$ cat src/rtl/rpn_pkg.sv
package rpn_pkg;

    typedef enum logic [3:0] {
        OP_PUSH     = 4'd0,
        OP_ADD      = 4'd1,
        OP_SUB      = 4'd2,
        OP_MUL      = 4'd3,
        OP_DIV      = 4'd4,
        OP_MOD      = 4'd5,
        OP_PRINT    = 4'd6,
        OP_DUP      = 4'd7,
        OP_SWAP     = 4'd8,
        OP_CLEAR    = 4'd9,
        OP_POPPRINT = 4'd10
    } op_t;

    // shift command applied to every stack cell in the same cycle
    typedef enum logic [1:0] {
        SH_HOLD = 2'd0,
        SH_PUSH = 2'd1,
        SH_POP  = 2'd2,
        SH_LOAD = 2'd3
    } shift_t;

    typedef enum logic [2:0] {
        ST_IDLE  = 3'd0,
        ST_MUL   = 3'd1,
        ST_DIV   = 3'd2,
        ST_FIN   = 3'd3,
        ST_OUT   = 3'd4
    } state_t;

    typedef struct packed {
        shift_t      cmd;
        logic [31:0] load0;
        logic [31:0] load1;
    } stack_ctl_t;

endpackage

$ cat src/rtl/rpn_cell.sv
// One stack slot: holds a value, shifts toward the bottom on push and
// toward the top on pop. Load writes the two top slots directly.
module rpn_cell (
    input  logic                aclk,
    input  rpn_pkg::stack_ctl_t ctl,
    input  logic [31:0]         above_val,
    input  logic [31:0]         below_val,
    input  logic [31:0]         load_val,
    input  logic                load_en,
    output logic [31:0]         val
);
    logic [31:0] val_reg;

    always_ff @(posedge aclk) begin
        case (ctl.cmd)
            rpn_pkg::SH_PUSH: val_reg <= above_val;
            rpn_pkg::SH_POP:  val_reg <= below_val;
            rpn_pkg::SH_LOAD: if (load_en) begin
                val_reg <= load_val;
            end
            default: val_reg <= val_reg;
        endcase
    end

    assign val = val_reg;
endmodule

$ cat config.mk
export PLATFORM = sky130hd
export DESIGN_NAME = rpn_cell
export DESIGN_NICKNAME = d
export VERILOG_FILES = /design/src/rtl/rpn_pkg.sv /design/src/rtl/rpn_cell.sv
export SDC_FILE = /design/constraint.sdc
export NUM_CORES = 1
export LEC_CHECK = 0
export BUFFER_PORTS_ARGS = -buffer_cell sky130_fd_sc_hd__buf_4
export CORE_ASPECT_RATIO = 0.75
export CORE_MARGIN = 4
export CORE_UTILIZATION = 30
export CTS_BUF_LIST = sky130_fd_sc_hd__clkbuf_8
export DETAILED_ROUTE_END_ITERATION = 10
export PLACE_DENSITY = 0.7
export SETUP_SLACK_MARGIN = 0.4
export SYNTH_ARGS = -nofsm -noshare
export SYNTH_HDL_FRONTEND = slang
export SYNTH_SLANG_ARGS = --single-unit
$ cat constraint.sdc
create_clock -name aclk -period 3.3 [get_ports aclk]
set_input_delay 0.495 -clock aclk [delete_from_list [all_inputs] [get_ports aclk]]
set_output_delay 0.495 -clock aclk [all_outputs]
set_load 0.005 [all_outputs]
==> After elaboration in Yosys (flattened, before gate mapping) <==
Cells that the tools add are included.
{ "word_totals": {"elab_cells": 9, "input_bits": 164, "out_inout_bits": 32, "register_bits": 32} }
{ "op_classes": {"reduce_logical": 2, "eq_ne": 4, "muxes": 2} }
{ "ops": {"columns": ["operator", "n"], "rows": [
  ["$pmux W32 S3", 1],
  ["$mux W32", 1],
  ["$eq A2 B2 Y1 const B", 2],
  ["$reduce_bool A3 Y1", 1],
  ["$eq A2 B1 Y1 const B", 1],
  ["$ne A2 B2 Y1 const B", 1],
  ["$reduce_and A2 Y1", 1]
]} }

==> Depth between registers and ports, before layout <==
Gate-level depths: netlist of the first run.
{ "depth": {"word_depth": 3, "ltp_mapped": 5, "ltp_nobuf": 4} }

==> Worst setup path before layout of the first run <==
OpenSTA, ideal clock, no wires.
{ "synth_timing": {"path_type": "input to register", "startpoint": "input ctl[64] (netlist name)", "endpoint": "register val_reg[0], in the netlist val[0], enable pin", "setup_time_ns": 0.435, "required_time_ns": 2.865, "arrival_time_ns": 2.633, "n_path_buf": 2, "cell_stages": 4, "setup_slack_ns": 0.231, "cell_sequence": "ha_1 -> buf_6 -> buf_6 -> mux2i_1"} }
{ "synth_between": {"elab_chain_cells": 3, "word_cells_on_any_way": 6, "cone_classes": "4 x eq/ne; 2 x reduce/logical"} }
{ "synth_rtl": {"columns": ["element", "line", "text"], "rows": [
  ["from (decl)", "rpn_cell.sv:5", "input rpn_pkg::stack_ctl_t ctl,"],
  ["$eq A2 B2 Y1 or $eq A2 B1 Y1 (tied branches)", "rpn_cell.sv:15", "case (ctl.cmd)"],
  ["$ne A2 B2 Y1 (no line) or $reduce_bool A3 Y1 (tied branches)", null, null],
  ["$reduce_and A2 Y1 (no line) (*)", null, null],
  ["to (signal assigned)", "rpn_cell.sv:16", "rpn_pkg::SH_PUSH: val_reg <= above_val;"],
  ["to (signal assigned)", "rpn_cell.sv:17", "rpn_pkg::SH_POP: val_reg <= below_val;"],
  ["to (signal assigned)", "rpn_cell.sv:19", "val_reg <= load_val;"],
  ["to (decl)", "rpn_cell.sv:12", "logic [31:0] val_reg;"]
]} }
Mark *: on every way between the ends. The rest lies on a longest branch, timed or not.
A chain may end at the register's enable or synchronous reset.

==> Worst setup path after layout of the first run <==
{ "layout_timing": {"startpoint": "input ctl[64] (netlist name)", "endpoint": "register val_reg[4], in the netlist val[4], enable pin"} }
The elaborated chain is that of the path after synthesis.

==> results.sh, run 1 <==
export IMPL_pwr_share_comb_pct=29.0
export IMPL_post_route_period_util_pct=55.7
export IMPL_fillers=657
export IMPL_antenna_cells=0
export IMPL_nNetsFinal=509
export IMPL_max_vdd_ir_drop_mv=0.129
export IMPL_switchingPower_mw=0.294
export IMPL_grt_use_total_pct=15.1
export IMPL_p_leak_nw=1.31
export IMPL_p_per_area_nw_per_um2=364
export IMPL_outcome="complete, no violations"
export IMPL_hold_path_end="val[21]$_DFFE_PP_"
export IMPL_switching_share_pct=25.2
export IMPL_cts_tree="built"
export IMPL_viasPerCell=4.87
export IMPL_rows=26
export IMPL_slew_headroom_pct=44.6
export IMPL_p_int_mw=0.872
export IMPL_die_w_microns=105
export IMPL_hp_start="below_val[21]"
export IMPL_rsz0062_at_grt="no"
export IMPL_ys_seq_area_share_pct=45.3
export IMPL_required_ns=3.26
export IMPL_synth_edff_count=32
export IMPL_clockBufferDepth=2
export IMPL_power_mw=1.17
export IMPL_ys_ff_latch=32
export IMPL_p_clk_share_pct=23.9
export IMPL_synth_top_area_cell="edfxtp_1"
export IMPL_totalWireLength_mm=6.28
export IMPL_grt_pass1_vias=2124
export IMPL_async_flop_share_pct=0
export IMPL_first_iter_violations=95
export IMPL_antenna_found_initial=0
export IMPL_largest_reg_flops=32
export IMPL_die_height_microns=80.8
export IMPL_hold_depth=3
export IMPL_core_area_sq_um=6830
export IMPL_syn_num_nets=386
export IMPL_synthTopCellsByArea="edfxtp_1 (45%), a32oi_1 (13%), nand2b_1 (9.4%)"
export IMPL_drc_errors=0
export IMPL_tightest_slew_ns=0.831
export IMPL_hold_buffers=0
export IMPL_critPathArrivalTime_ns=1.80
export IMPL_syn_inst=219
export IMPL_initial_utilization_pct=31.0
export IMPL_start_kind="primary input"
export IMPL_htree_levels=2
export IMPL_clock_sinks=32
export IMPL_first_pass_iters=4
export IMPL_fmax_ghz=0.544
export IMPL_grt_overflow=0
export IMPL_dieArea_sq_um=8490
export IMPL_dr_total_vias=2081
export IMPL_maxSlewViolCount=0
export IMPL_crit_type="primary input to flop"
export IMPL_cts_root_buf="clkbuf_8"
export IMPL_hpwl_mm=4.56
export IMPL_area_delta_synth_final_pct=51.1
export IMPL_seqPwrFrac_pct=47.2
export IMPL_syn_cell_area_sq_um=2120
export IMPL_path_clk_slew_ns=0.07
export IMPL_ioPinCount=196
export IMPL_cts_resized=0
export IMPL_ys_flop_type="edfxtp_1"
export IMPL_final_hold_viol_count=0
export IMPL_ys_types=13
export IMPL_grt_pass1_wl_mm=10.2
export IMPL_yosys_warnings=0
export IMPL_portBuffers=131
export IMPL_period_needed_ns=1.84
export IMPL_finalSetupTns_ns=0
export IMPL_fin_util_pct=46.9
export IMPL_grt_max_degree=65
export IMPL_worstHoldPathType="primary input to flop"
export IMPL_drive_gt1_share_pct=42.0
export IMPL_ant_nets=0
export IMPL_cts_buffers=5
export IMPL_setup_viol=0
export IMPL_avgSynthCellArea_sq_um=9.68
export IMPL_post_cts_buffers=0
export IMPL_gp_congestion=0.745
export IMPL_path_max_fanout=18
export IMPL_critPathCaptureType="flop"
export IMPL_synth_top_area_share_pct=45.3
export IMPL_max_cap_violations=0
export IMPL_wl_per_cell_microns=14.7
cells by family (layout without fill, tap and decap cells):
family                   count (synthesis)  count (layout)  share of synthesized area, %
AND/OR/NAND/NOR                        128             128                          32.1
AO/OA/AOI/OAI                           32              32                          13.2
flip-flops                              32              32                          45.3
buffers and inverters                   23             147                          7.14
adder cells (fa/ha/maj)                  3               3                          1.77
multiplexers                             1               1                         0.472
routing by layer:
metal,GRT usage [%],vias up,wire [microns]
met3,5.48,7,499
met2,25.7,85,3030
met1,18.4,948,2700
li1,-,1041,-
met5,0,-,0
met4,3.93,0,56
power by group through the flow:
| stage | logic [mW] | registers (mW) | clock network, mW |
|---|---|---|---|
| 2_1_floorplan | 0.113 | 0.567 | 0 |
| 3_3_place_gp | 0.339 | 0.556 | 0 |
| 3_5_place_dp | 0.343 | 0.560 | 0 |
| 4_1_cts | 0.343 | 0.552 | 0.292 |
| 5_1_grt | 0.372 | 0.557 | 0.313 |
| 6_report | 0.337 | 0.550 | 0.278 |
metrics by stage:
step,cells,hold WS (ns),setup slack [ns],cell area [sq um]
finish,427,0.574,1.46,3200
global route,427,0.582,1.31,3200
detailed placement,419,0.863,1.12,3120
CTS,427,0.565,1.42,3200
global placement,419,0.860,1.13,3120
floorplan,219,0.755,0.827,2120
worst max path at each step:
stage	start	end	depth (start not counted)
6_report	ctl[64]	val[4]$_DFFE_PP_	5
5_1_grt	ctl[64]	val[28]$_DFFE_PP_	6
4_1_cts	ctl[64]	val[27]$_DFFE_PP_	5
3_5_place_dp	ctl[64]	val[27]$_DFFE_PP_	5
3_3_place_gp	ctl[64]	val[18]$_DFFE_PP_	5
2_1_floorplan	ctl[64]	val[0]$_DFFE_PP_	4
cell type report:
cell class,instances,area (sq um),share of cell area [%]
multi-input combinational,164,1030,32.0
sequential,32,961,30.0
tap,84,105,3.28
clock buffer,5,68.8,2.15
timing repair buffer,136,1020,31.9
clock inverter,3,11.3,0.351
inverter,3,11.3,0.351
cells in the final DEF, fill, tap and decap left out, types with 2 or more instances in the layout:
master / count
buf_4: 136
nand3_1: 32
nand2b_1: 32
nor2b_1: 32
nand2_1: 32
a32oi_1: 32
edfxtp_1: 32
inv_1: 5
clkbuf_8: 5
ha_2: 2
critical path: stages:
cell and delay [ns]:
buf_4 0.10, inv_1 0.04, ha_1 0.31, mux2i_4 0.49, buf_4 0.37
Note: power is estimated with default switching activity, not from simulation.
==> run 2: changes to the inputs <==
--- a/config.mk
+++ b/config.mk
@@ -5,13 +5,14 @@
 export SDC_FILE = /design/constraint.sdc
 export NUM_CORES = 1
 export LEC_CHECK = 0
+export ABC_AREA = 1
 export BUFFER_PORTS_ARGS = -buffer_cell sky130_fd_sc_hd__buf_4
 export CORE_ASPECT_RATIO = 0.75
 export CORE_MARGIN = 4
 export CORE_UTILIZATION = 30
 export CTS_BUF_LIST = sky130_fd_sc_hd__clkbuf_8
 export DETAILED_ROUTE_END_ITERATION = 10
-export PLACE_DENSITY = 0.7
+export PLACE_DENSITY = 0.71
 export SETUP_SLACK_MARGIN = 0.4
 export SYNTH_ARGS = -nofsm -noshare
 export SYNTH_HDL_FRONTEND = slang
==> constraint.sdc (replaced) <==
create_clock -name aclk -period 1.8 [get_ports aclk]
set_input_delay 0.27 -clock aclk [delete_from_list [all_inputs] [get_ports aclk]]
set_output_delay 0.27 -clock aclk [all_outputs]
set_load 0.005 [all_outputs]
==> run 2 against run 1 <==
Against the previous run:
- area after synthesis fell by 13%
- clock-buffer cell count did not move
- via count is 5.8% lower
- non-clock buffer count increased by 1
- critical path depth up 2
- clock power increased by 83%
- combinational power grew 77%
- largest cell class is now non-clock buffers
- sequential power up 82%
==> results.sh, run 2 <==
export IMPL_setup_viol=0
export IMPL_critPathArrivalTime_ns=1.23
export IMPL_grt_max_degree=33
export IMPL_grt_use_total_pct=15.1
export IMPL_avgSynthCellArea_sq_um=7.53
export IMPL_slew_headroom_pct=76.6
export IMPL_cts_root_buf="clkbuf_8"
export IMPL_core_area_sq_um=5890
export IMPL_rows=24
export IMPL_htree_levels=2
export IMPL_netlist_top_cells_count="nand2_1 (193), edfxtp_1 (32), buf_2 (9)"
export IMPL_antenna_cells=0
export IMPL_outcome="complete, no violations"
export IMPL_wl_per_cell_microns=12.8
export IMPL_grt_pass1_vias=1929
export IMPL_largest_reg_flops=32
export IMPL_switching_share_pct=25.7
export IMPL_path_max_fanout=32
export IMPL_async_flop_share_pct=0
export IMPL_die_w_microns=98.6
export IMPL_tightest_slew_ns=0.350
export IMPL_drive_gt1_share_pct=39.6
export IMPL_seqPwrFrac_pct=47.5
export IMPL_antenna_found_initial=0
export IMPL_cts_resized=0
export IMPL_p_leak_nw=1.60
export IMPL_portBuffers=131
export IMPL_synthTopCellsByArea="edfxtp_1 (52%), nand2_1 (39%), buf_2 (2.4%)"
export IMPL_critPathCaptureType="flop"
export IMPL_pwr_share_comb_pct=28.4
export IMPL_clock_sinks=32
export IMPL_syn_cell_area_sq_um=1850
export IMPL_p_clk_share_pct=24.2
export IMPL_ys_types=9
export IMPL_grt_pass1_wl_mm=8.99
export IMPL_viasPerCell=4.32
export IMPL_max_cap_violations=0
export IMPL_synth_top_area_cell="edfxtp_1"
export IMPL_post_route_period_util_pct=66.9
export IMPL_path_clk_slew_ns=0.07
export IMPL_required_ns=1.83
export IMPL_fillers=590
export IMPL_synth_edff_count=32
export IMPL_post_cts_buffers=0
export IMPL_cts_tree="built"
export IMPL_switchingPower_mw=0.542
export IMPL_nNetsFinal=543
export IMPL_hpwl_mm=4.48
export IMPL_p_int_mw=1.56
export IMPL_dr_total_vias=1960
export IMPL_area_delta_synth_final_pct=62.0
export IMPL_drc_errors=0
export IMPL_startpoint="ctl[64]"
export IMPL_ys_flop_type="edfxtp_1"
export IMPL_initial_utilization_pct=31.4
export IMPL_fin_cells=454
export IMPL_gp_congestion=0.783
export IMPL_worstHoldPathType="primary input to flop"
export IMPL_ys_ff_latch=32
export IMPL_clockBufferDepth=2
export IMPL_final_common_cell="nand2_1"
export IMPL_totalWireLength_mm=5.82
export IMPL_ioPinCount=196
export IMPL_rsz0062_at_grt="no"
export IMPL_ys_seq_area_share_pct=52.1
export IMPL_yosys_cell_count_top_type="nand2_1"
export IMPL_period_needed_ns=1.20
export IMPL_maxSlewViolCount=0
export IMPL_synth_top_area_share_pct=52.1
export IMPL_hold_buffers=0
export IMPL_yosys_warnings=0
export IMPL_first_iter_violations=49
export IMPL_dieArea_sq_um=7480
export IMPL_p_per_area_nw_per_um2=704
export IMPL_fmax_ghz=0.831
export IMPL_layout_common_cells="nand2_1 (193), buf_4 (137), edfxtp_1 (32)"
export IMPL_dp_cells=447
export IMPL_grt_overflow=0
export IMPL_finalSetupTns_ns=0
export IMPL_syn_inst=245
export IMPL_hp_start="above_val[8]"
export IMPL_first_pass_iters=4
export IMPL_die_height_microns=75.9
export IMPL_syn_num_nets=412
export IMPL_start_kind="primary input"
export IMPL_ant_nets=0
export IMPL_max_vdd_ir_drop_mv=0.323
export IMPL_crit_type="primary input to flop"
export IMPL_final_hold_viol_count=0
export IMPL_cts_buffers=5
run 2: cell count changes in the layout (fill, tap and decap cells not counted), sizes merged:
| cell | delta |
|---|---|
| nor2b | -32 |
| mux2i | -1 |
| nor2 | +1 |
| inv | -2 |
| buf | +1 |
| a32oi | -32 |
| nand3 | -32 |
| nand2b | -32 |
| nand2 | +161 |
| o21ai | +1 |
run 2: power by group through the flow:
stage	sequential [mW]	clock, mW	combinational [mW]
finish	1.00	0.509	0.597
global route	1.01	0.565	0.657
CTS	1.00	0.529	0.608
detailed placement	1.02	0	0.606
global placement	1.01	0	0.600
floorplan	1.03	0	0.195
run 2: critical path, stage by stage:
cell and delay (ns):
buf_4 0.13, inv_4 0.05, ha_4 0.28, nor2_8 0.07, buf_4 0.25, nand2_1 0.10
nand2_1 0.07
run 2: per-stage QoR:
stage | hold WS (ns) | worst slack (ns) | power [mW] | area [sq um] | util (%)
after floorplan | 0.456 | 0.319 | 1.22 | 1870 | -
after global placement | 0.540 | 0.207 | 1.61 | 2910 | 49.4
after detailed placement | 0.543 | 0.202 | 1.62 | 2910 | 49.4
after CTS | 0.248 | 0.474 | 2.14 | 2990 | 50.8
after global routing | 0.246 | 0.527 | 2.23 | 2990 | 50.8
final | 0.258 | 0.597 | 2.11 | 2990 | 50.8
run 2: layout make-up:
class	instances	area [sq um]	share of cell area (%)
multi-input combinational	198	813	27.2
inverter	2	12.5	0.418
sequential	32	961	32.1
tap	78	97.6	3.26
clock inverter	2	8.76	0.293
clock buffer	5	68.8	2.30
timing repair buffer	137	1030	34.4
run 2: logic make-up after synthesis:
logic type	Yosys count	share of synthesized area (%)
AOI/OAI and AO/OA	1	0.271
DFF	32	52.1
buffers and inverters	15	5.29
adders and majority gates	3	2.03
and+or+nand+nor	194	40.3
run 2: final timing paths:
kind / slack, ns / depth (start not counted) / endpoint
max: 0.60 / 7 / val[28]$_DFFE_PP_
min: 0.26 / 3 / val[8]$_DFFE_PP_
run 2: metal layers:
layer  global-route usage, %  part of all wire, %  vias up
met3                    5.96                   10        4
met2                    25.9                   47       95
met1                    17.5                   42      845
li1                        -                    -     1016
met4                    3.96                 0.70        0
met5                       0                    0        -
